===== src/hw/rtl/shabsh_pkg.sv =====
`timescale 1ns / 1ps

package shabsh_pkg;

    localparam int WordW = 32;
    localparam int Rounds = 64;
    localparam int DigestWords = 8;

    typedef logic [WordW-1:0] word_t;

    typedef enum logic [1:0] {
        BYTE_IN,
        BYTE_PAD80,
        BYTE_ZERO,
        BYTE_LEN
    } byte_sel_t;

    // Controller to datapath command bundle
    typedef struct packed {
        logic      push;       // shift one byte into the block
        byte_sel_t byte_sel;   // source of that byte
        logic      word_done;  // byte completes a 32-bit word
        logic [2:0] len_idx;   // length byte position, 0 is most significant
        logic      start;      // load working vars from chain
        logic      round;      // run one compression round
        logic [5:0] round_idx;
        logic      add;        // fold working vars into chain
        logic      init;       // restart chain and length
        logic [2:0] word_sel;  // digest word on output
    } cmd_t;

    localparam word_t RoundK [Rounds] = '{
        32'h428a2f98, 32'h71374491, 32'hb5c0fbcf, 32'he9b5dba5,
        32'h3956c25b, 32'h59f111f1, 32'h923f82a4, 32'hab1c5ed5,
        32'hd807aa98, 32'h12835b01, 32'h243185be, 32'h550c7dc3,
        32'h72be5d74, 32'h80deb1fe, 32'h9bdc06a7, 32'hc19bf174,
        32'he49b69c1, 32'hefbe4786, 32'h0fc19dc6, 32'h240ca1cc,
        32'h2de92c6f, 32'h4a7484aa, 32'h5cb0a9dc, 32'h76f988da,
        32'h983e5152, 32'ha831c66d, 32'hb00327c8, 32'hbf597fc7,
        32'hc6e00bf3, 32'hd5a79147, 32'h06ca6351, 32'h14292967,
        32'h27b70a85, 32'h2e1b2138, 32'h4d2c6dfc, 32'h53380d13,
        32'h650a7354, 32'h766a0abb, 32'h81c2c92e, 32'h92722c85,
        32'ha2bfe8a1, 32'ha81a664b, 32'hc24b8b70, 32'hc76c51a3,
        32'hd192e819, 32'hd6990624, 32'hf40e3585, 32'h106aa070,
        32'h19a4c116, 32'h1e376c08, 32'h2748774c, 32'h34b0bcb5,
        32'h391c0cb3, 32'h4ed8aa4a, 32'h5b9cca4f, 32'h682e6ff3,
        32'h748f82ee, 32'h78a5636f, 32'h84c87814, 32'h8cc70208,
        32'h90befffa, 32'ha4506ceb, 32'hbef9a3f7, 32'hc67178f2
    };

    localparam word_t InitHash [DigestWords] = '{
        32'h6a09e667, 32'hbb67ae85, 32'h3c6ef372, 32'ha54ff53a,
        32'h510e527f, 32'h9b05688c, 32'h1f83d9ab, 32'h5be0cd19
    };

    function automatic word_t rotr(input word_t x, input int n);
        rotr = (x >> n) | (x << (WordW - n));
    endfunction

    function automatic word_t big_sigma0(input word_t x);
        big_sigma0 = rotr(x, 2) ^ rotr(x, 13) ^ rotr(x, 22);
    endfunction

    function automatic word_t big_sigma1(input word_t x);
        big_sigma1 = rotr(x, 6) ^ rotr(x, 11) ^ rotr(x, 25);
    endfunction

    function automatic word_t small_sigma0(input word_t x);
        small_sigma0 = rotr(x, 7) ^ rotr(x, 18) ^ (x >> 3);
    endfunction

    function automatic word_t small_sigma1(input word_t x);
        small_sigma1 = rotr(x, 17) ^ rotr(x, 19) ^ (x >> 10);
    endfunction

endpackage


===== src/hw/rtl/sha256_byte_stream_hasher_top.sv =====
`timescale 1ns / 1ps

// Channel  | Dir | tdata            | tuser          | tlast
// ---------+-----+------------------+----------------+---------------
// s_       | in  | [7:0] data_byte  | [0] has_byte   | end_of_message
// m_       | out | [31:0] digest    | [2:0] word_idx | last_word
//
// One item at a time. A byte that does not finish a block leaves the input
// ready for the next byte. A byte finishing a 64-byte block runs the rounds
// (one round per cycle through the single round unit), then a chain add. End
// of message inserts padding bytes one per cycle (up to 72 over two blocks)
// and one or two compressions, then 8 beats.
// Async active-low reset restores the initial hash; m_ stalls hold the word.

module sha256_byte_stream_hasher_top
(
    input  logic        clk,
    input  logic        rst_n,
    // input byte stream
    input  logic        s_tvalid,
    output logic        s_tready,
    input  logic [7:0]  s_tdata,   // [7:0] data_byte
    input  logic [0:0]  s_tuser,   // [0] has_byte
    input  logic        s_tlast,   // end_of_message
    // digest word stream
    output logic        m_tvalid,
    input  logic        m_tready,
    output logic [31:0] m_tdata,   // [31:0] digest_word
    output logic [2:0]  m_tuser,   // [2:0] word_index
    output logic        m_tlast    // last_word
);
    import shabsh_pkg::*;

    cmd_t cmd;

    // Controller: byte count, padding sequence, round counter, output index
    shabsh_ctrl u_ctrl
    (
        .clk      (clk),
        .rst_n    (rst_n),
        .s_tvalid (s_tvalid),
        .s_tready (s_tready),
        .has_byte (s_tuser[0]),
        .s_tlast  (s_tlast),
        .m_tvalid (m_tvalid),
        .m_tready (m_tready),
        .m_tlast  (m_tlast),
        .cmd      (cmd)
    );

    // Datapath: schedule window, working vars, chain, bit length
    shabsh_datapath u_datapath
    (
        .clk         (clk),
        .rst_n       (rst_n),
        .cmd         (cmd),
        .data_byte   (s_tdata),
        .digest_word (m_tdata)
    );

    assign m_tuser = cmd.word_sel;

endmodule


===== src/hw/rtl/shabsh_ctrl.sv =====
`timescale 1ns / 1ps

module shabsh_ctrl
(
    input  logic              clk,
    input  logic              rst_n,
    input  logic              s_tvalid,
    output logic              s_tready,
    input  logic              has_byte,
    input  logic              s_tlast,
    output logic              m_tvalid,
    input  logic              m_tready,
    output logic              m_tlast,
    output shabsh_pkg::cmd_t  cmd
);
    import shabsh_pkg::*;

    typedef enum logic [2:0] {
        S_IDLE,
        S_PAD,
        S_ROUND,
        S_ADD,
        S_OUT
    } state_t;

    state_t     state_reg, state_next;
    logic [5:0] fill_reg, fill_next;
    logic [5:0] rnd_reg, rnd_next;
    logic [2:0] idx_reg, idx_next;
    logic       fin_reg, fin_next;     // message end seen, cleared after the last digest word
    logic       first_reg, first_next; // 0x80 still to be placed
    logic       wrap_reg, wrap_next;   // padding spills into a second block

    logic s_fire, m_fire, block_full;

    assign s_tready = (state_reg == S_IDLE);
    assign s_fire   = s_tvalid && s_tready;
    assign m_tvalid = (state_reg == S_OUT);
    assign m_fire   = m_tvalid && m_tready;
    assign m_tlast  = m_tvalid && (idx_reg == 3'd7);

    always_comb
    begin
        cmd = '0;
        cmd.push = (s_fire && has_byte) || (state_reg == S_PAD);
        if (state_reg == S_IDLE)
        begin
            cmd.byte_sel = BYTE_IN;
        end
        else if (first_reg)
        begin
            cmd.byte_sel = BYTE_PAD80;
        end
        else if (wrap_reg || (fill_reg < 6'd56))
        begin
            cmd.byte_sel = BYTE_ZERO;
        end
        else
        begin
            cmd.byte_sel = BYTE_LEN;
        end
        cmd.word_done = (fill_reg[1:0] == 2'd3);
        cmd.len_idx   = fill_reg[2:0];
        block_full    = cmd.push && (fill_reg == 6'd63);
        cmd.start     = block_full;
        cmd.round     = (state_reg == S_ROUND);
        cmd.round_idx = rnd_reg;
        cmd.add       = (state_reg == S_ADD);
        cmd.init      = m_fire && (idx_reg == 3'd7);
        cmd.word_sel  = idx_reg;
    end

    always_comb
    begin
        state_next = state_reg;
        fill_next  = cmd.push ? fill_reg + 6'd1 : fill_reg;
        rnd_next   = rnd_reg;
        idx_next   = idx_reg;
        fin_next   = fin_reg;
        first_next = first_reg;
        wrap_next  = wrap_reg;
        case (state_reg)
            S_IDLE:
            begin
                if (s_fire)
                begin
                    if (block_full)
                    begin
                        state_next = S_ROUND;
                        rnd_next   = '0;
                        fin_next   = s_tlast;
                        first_next = s_tlast;
                    end
                    else if (s_tlast)
                    begin
                        state_next = S_PAD;
                        fin_next   = 1'b1;
                        first_next = 1'b1;
                    end
                end
            end
            S_PAD:
            begin
                first_next = 1'b0;
                if (first_reg && (fill_reg >= 6'd56))
                begin
                    wrap_next = 1'b1;
                end
                if (block_full)
                begin
                    state_next = S_ROUND;
                    rnd_next   = '0;
                end
            end
            S_ROUND:
            begin
                rnd_next = rnd_reg + 6'd1;
                if (rnd_reg == 6'd63)
                begin
                    state_next = S_ADD;
                end
            end
            S_ADD:
            begin
                if (!fin_reg)
                begin
                    state_next = S_IDLE;
                end
                else if (first_reg || wrap_reg)
                begin
                    state_next = S_PAD;
                    wrap_next  = 1'b0;
                end
                else
                begin
                    state_next = S_OUT;
                    idx_next   = '0;
                end
            end
            S_OUT:
            begin
                if (m_fire)
                begin
                    idx_next = idx_reg + 3'd1;
                    if (idx_reg == 3'd7)
                    begin
                        state_next = S_IDLE;
                        fin_next   = 1'b0;
                    end
                end
            end
            default:
            begin
                state_next = S_IDLE;
            end
        endcase
    end

    always_ff @(posedge clk or negedge rst_n)
    begin
        if (!rst_n)
        begin
            state_reg <= S_IDLE;
            fill_reg  <= '0;
            rnd_reg   <= '0;
            idx_reg   <= '0;
            fin_reg   <= 1'b0;
            first_reg <= 1'b0;
            wrap_reg  <= 1'b0;
        end
        else
        begin
            state_reg <= state_next;
            fill_reg  <= fill_next;
            rnd_reg   <= rnd_next;
            idx_reg   <= idx_next;
            fin_reg   <= fin_next;
            first_reg <= first_next;
            wrap_reg  <= wrap_next;
        end
    end

endmodule


===== src/hw/rtl/shabsh_datapath.sv =====
`timescale 1ns / 1ps

module shabsh_datapath
(
    input  logic              clk,
    input  logic              rst_n,
    input  shabsh_pkg::cmd_t  cmd,
    input  logic [7:0]        data_byte,
    output shabsh_pkg::word_t digest_word
);
    import shabsh_pkg::*;

    word_t       chain_reg [DigestWords];
    word_t       v_reg [DigestWords];
    word_t       w_reg [16];          // schedule window, w_reg[0] is current word
    logic [23:0] asm_reg;             // partial word, bytes big-endian
    logic [63:0] len_reg;             // message bit count, wraps

    logic [7:0] byte_val;
    word_t      new_word, sched_next, t1, t2, ch, maj;

    always_comb
    begin
        case (cmd.byte_sel)
            BYTE_IN:    byte_val = data_byte;
            BYTE_PAD80: byte_val = 8'h80;
            BYTE_ZERO:  byte_val = 8'h00;
            BYTE_LEN:   byte_val = len_reg[8*(7-cmd.len_idx) +: 8];
            default:    byte_val = 8'h00;
        endcase
    end

    assign new_word   = {asm_reg, byte_val};
    assign sched_next = small_sigma1(w_reg[14]) + w_reg[9] + small_sigma0(w_reg[1]) + w_reg[0];

    assign ch  = (v_reg[4] & v_reg[5]) ^ (~v_reg[4] & v_reg[6]);
    assign maj = (v_reg[0] & v_reg[1]) ^ (v_reg[0] & v_reg[2]) ^ (v_reg[1] & v_reg[2]);
    assign t1  = v_reg[7] + big_sigma1(v_reg[4]) + ch + RoundK[cmd.round_idx] + w_reg[0];
    assign t2  = big_sigma0(v_reg[0]) + maj;

    assign digest_word = chain_reg[cmd.word_sel];

    // Chain and length carry reset values
    always_ff @(posedge clk or negedge rst_n)
    begin
        if (!rst_n)
        begin
            for (int i = 0; i < DigestWords; i++)
            begin
                chain_reg[i] <= InitHash[i];
            end
            len_reg <= '0;
        end
        else
        begin
            if (cmd.init)
            begin
                for (int i = 0; i < DigestWords; i++)
                begin
                    chain_reg[i] <= InitHash[i];
                end
                len_reg <= '0;
            end
            else
            begin
                if (cmd.add)
                begin
                    for (int i = 0; i < DigestWords; i++)
                    begin
                        chain_reg[i] <= chain_reg[i] + v_reg[i];
                    end
                end
                if (cmd.push && (cmd.byte_sel == BYTE_IN))
                begin
                    len_reg <= len_reg + 64'd8;
                end
            end
        end
    end

    always_ff @(posedge clk)
    begin
        if (cmd.push)
        begin
            asm_reg <= new_word[23:0];
            if (cmd.word_done)
            begin
                for (int i = 0; i < 15; i++)
                begin
                    w_reg[i] <= w_reg[i+1];
                end
                w_reg[15] <= new_word;
            end
        end
        else if (cmd.round)
        begin
            for (int i = 0; i < 15; i++)
            begin
                w_reg[i] <= w_reg[i+1];
            end
            w_reg[15] <= sched_next;
        end

        if (cmd.start)
        begin
            for (int i = 0; i < DigestWords; i++)
            begin
                v_reg[i] <= chain_reg[i];
            end
        end
        else if (cmd.round)
        begin
            v_reg[7] <= v_reg[6];
            v_reg[6] <= v_reg[5];
            v_reg[5] <= v_reg[4];
            v_reg[4] <= v_reg[3] + t1;
            v_reg[3] <= v_reg[2];
            v_reg[2] <= v_reg[1];
            v_reg[1] <= v_reg[0];
            v_reg[0] <= t1 + t2;
        end
    end

endmodule

===== config.mk =====
export PLATFORM = sky130hd
export DESIGN_NAME = sha256_byte_stream_hasher_top
export DESIGN_NICKNAME = d
export VERILOG_FILES = /design/src/hw/rtl/shabsh_pkg.sv /design/src/hw/rtl/sha256_byte_stream_hasher_top.sv /design/src/hw/rtl/shabsh_ctrl.sv /design/src/hw/rtl/shabsh_datapath.sv
export SDC_FILE = /design/constraint.sdc
export NUM_CORES = 2
export LEC_CHECK = 0
export BUFFER_PORTS_ARGS = -buffer_cell sky130_fd_sc_hd__buf_4
export CORE_MARGIN = 3
export CORE_UTILIZATION = 50
export DETAILED_ROUTE_END_ITERATION = 8
export PLACE_DENSITY = 0.76
export RECOVER_POWER = 25
export SYNTH_ARGS = -nofsm -noshare
export SYNTH_HDL_FRONTEND = slang
export SYNTH_SLANG_ARGS = --single-unit

===== constraint.sdc =====
create_clock -name clk -period 30.3 [get_ports clk]
set_input_delay 6.06 -clock clk [delete_from_list [all_inputs] [get_ports clk]]
set_output_delay 6.06 -clock clk [all_outputs]
set_load 0.02 [all_outputs]

==> metrics.cfg <==
[global_routing]
grt_max_degree = 186
antenna_found_initial = 4
grt_pass1_vias = 50677
grt.total_usage = 0.2858
grt-ovfl-total = 0
grt_pass1_wl_um = 317700

[synthesis]
synth_top_area_cell = edfxtp_1
synth_edf_count = 792
synthFlopType = edfxtp_1
syn_nets = 7236
yosysWarnings = 0
async_flop_share = 0.2991
seq_area_frac_synth = 0.4606
synthCells = 6629
ys_seq_elements = 1130
netlist_area_um2 = 70370
synth_area_leaders = edfxtp_1, dfrtp_1, ha_1
netlist.area_leader.share = 0.3380
synth.avg_cell_area_um2 = 10.62
synthDistinctLibCells = 97

[timing]
relSlewSlack = -1.891
final.period_utilization = 0.3495
setup_violations = 0
tightest_slew_ps = 4337
slew_violations = 481
max_freq_ghz = 0.09443
rsz0062_at_grt = no
hold_violations = 0
final.setup.tns_ps = 0
fin_worst_skew_ps = 42.50
fin_crit_ps = 10590

[floorplan]
initial_core_util = 0.5037
coreArea_um2 = 139700
fp.dieW_um = 381.2
die_y_um = 381.2
rows = 137
num_io_pins = 52
die-area_um2 = 145300

[drt]
post_drt_wl_per_cell_um = 24.75
first_pass_iters = 6
antenna_left = 0
num_vias = 53100
drcViolationCount = 0
wirelength_um = 211200
drtIter0Drc = 6624
avgViaCountPerCell = 6.225

[worst_setup_path]
required_ps = 30650
path_class = reg -> reg
crit_family = compound AO/OA/AOI/OAI gates
critPathCaptureType = flip-flop
crit_slowest_cell = o311ai_0
crit_path_frequent_cell = fa_1
arrival_ps = 10950
critical_path.max_stage_delay_ps = 750
path_buf_inv = 7
cp_max_fo = 64
critPathLaunchType = flip-flop

[clock_tree]
cts_root_buffer = clkbuf_16
cts_hold_buffers = 0
post_cts_resized = 0
cts.sinks = 1130
clockBufferDepth = 3
post_cts_buffers = 0
cts_tree = done
clk_pin_slew_ps = 70
htree_levels = 3
clock_latency_ps = 750
cts_made_buffers = 119

[run_status]
status = finished, violations left
violations = max-capacitance violations, max-slew violations

[run]
maxCapViolCount = 7

[placed_design]
hpwlAfterDp_um = 151700
io_buffers = 51
gp_congestion = 0.9768

[cells_and_area]
register_area_um2 = 32430
multi_input_area_um2 = 35740
drive_gt1_frac = 0.09517
largest_reg_flops = 512
n_fill_cell = 11695
final_nets = 7155
syn2layout_area_growth_pct = 8.851

[min_path]
hold_class = reg -> reg

## cell usage in the layout, fill, tap and decap left out, types with 29 or more instances in the layout
| cell type | n |
|---|---|
| fa_1 | 195 |
| xor2_1 | 219 |
| clkbuf_16 | 121 |
| o21ai_0 | 458 |
| buf_4 | 102 |
| nand2_1 | 946 |
| nor2_1 | 358 |
| nor3_1 | 98 |
| o21bai_1 | 36 |
| o31ai_1 | 39 |
| o21a_1 | 81 |
| nor2b_1 | 37 |
| a31oi_1 | 48 |
| and3_1 | 41 |
| nand2b_1 | 81 |
| a21oi_1 | 450 |
| or3_1 | 41 |
| dfstp_2 | 136 |
| nand4_1 | 35 |
| nand3_1 | 142 |
| a21o_1 | 176 |
| xnor2_1 | 395 |
| edfxtp_1 | 792 |
| mux4_2 | 84 |
| inv_1 | 280 |
| mux2_2 | 65 |
| a211oi_1 | 57 |
| ha_1 | 398 |
| dfrtp_1 | 196 |
| clkbuf_1 | 31 |
| o211ai_1 | 29 |
## synthesized netlist by cell type (all sizes together), types with 47 or more instances
cell type	count
xnor2	395
nand3	143
xor2	219
nand2	949
inv	283
clkbuf	266
edfxtp	792
ha	398
a21oi	451
o21a	81
dfstp	136
mux4	84
nor3	100
dfrtp	202
a31oi	48
buf	47
nor2	363
o21ai	481
nand2b	81
fa	195
mux2	65
a211oi	57
a21o	176
## worst reg2reg max path: cells and delay by family, from the launching register on
family | cells | cell delay [ps]
AO/OA/AOI/OAI | 13 | 3310
adder cells (fa/ha/maj) | 7 | 2590
AND/OR/NAND/NOR | 8 | 1820
buffers and inverters | 7 | 1760
flip-flops | 1 | 320
XOR/XNOR | 2 | 390
## area by class of cell
| cell class | instances | area share |
|---|---|---|
| multi-input combinational | 4900 | 0.4666 |
| sequential | 1130 | 0.4233 |
| clock buffer | 161 | 0.04345 |
| tap | 1876 | 0.03064 |
| inverter | 286 | 0.01411 |
| timing repair buffer | 111 | 0.01101 |
| clock inverter | 63 | 0.01076 |
| antenna | 3 | 0.00009801 |
## routing by layer
| layer | vias to the layer above | share of wire | global-route usage |
|---|---|---|---|
| met5 | - | 0.000047 | 0 |
| li1 | 23608 | - | - |
| met4 | 2 | 0.040 | 0.1068 |
| met1 | 26194 | 0.41 | 0.4086 |
| met2 | 2824 | 0.43 | 0.4249 |
| met3 | 472 | 0.11 | 0.06583 |
## per-stage QoR
step                      std cells  setup WS, ps  hold slack (ps)  cell area (um^2)    util
after floorplan                6629          9740            400.3             70370       -
after global placement         8303         20240            400.2             72470  0.5188
after detailed placement       8303         20140            404.5             72470  0.5188
after CTS                      8527         20060            399.5             76620  0.5485
after global routing           8527         19310            408.4             76590  0.5482
final                          8530         19710            386.5             76600  0.5483
## logic make-up after synthesis
| logic type | synth area share |
|---|---|
| compound gates | 0.1403 |
| xor+xnor | 0.07674 |
| fa+ha+maj | 0.1294 |
| buf+inv | 0.03217 |
| flops | 0.4606 |
| mux | 0.04127 |
| simple gates | 0.1196 |
## worst paths after layout
path	start	endpoint	slack [ps]	cells after the start
worst max register to register	u_ctrl.rnd_reg[2]	u_datapath.v_reg[0][31]	19710	37
worst min-delay path	u_datapath.w_reg[2][99]	u_datapath.w_reg[2][67]	390	0
max in group asynchronous	rst_n	u_datapath.len_reg[47]	22740	3
min in group asynchronous	rst_n	u_datapath.chain_reg[228]	5270	1
worst min register to register	u_datapath.w_reg[2][99]	u_datapath.w_reg[2][67]	390	0
worst max-delay path	u_ctrl.rnd_reg[2]	u_datapath.v_reg[0][31]	19710	37
Power is not shown: default switching activity piles up to over one toggle a cycle in this logic, so the estimate is an artifact.
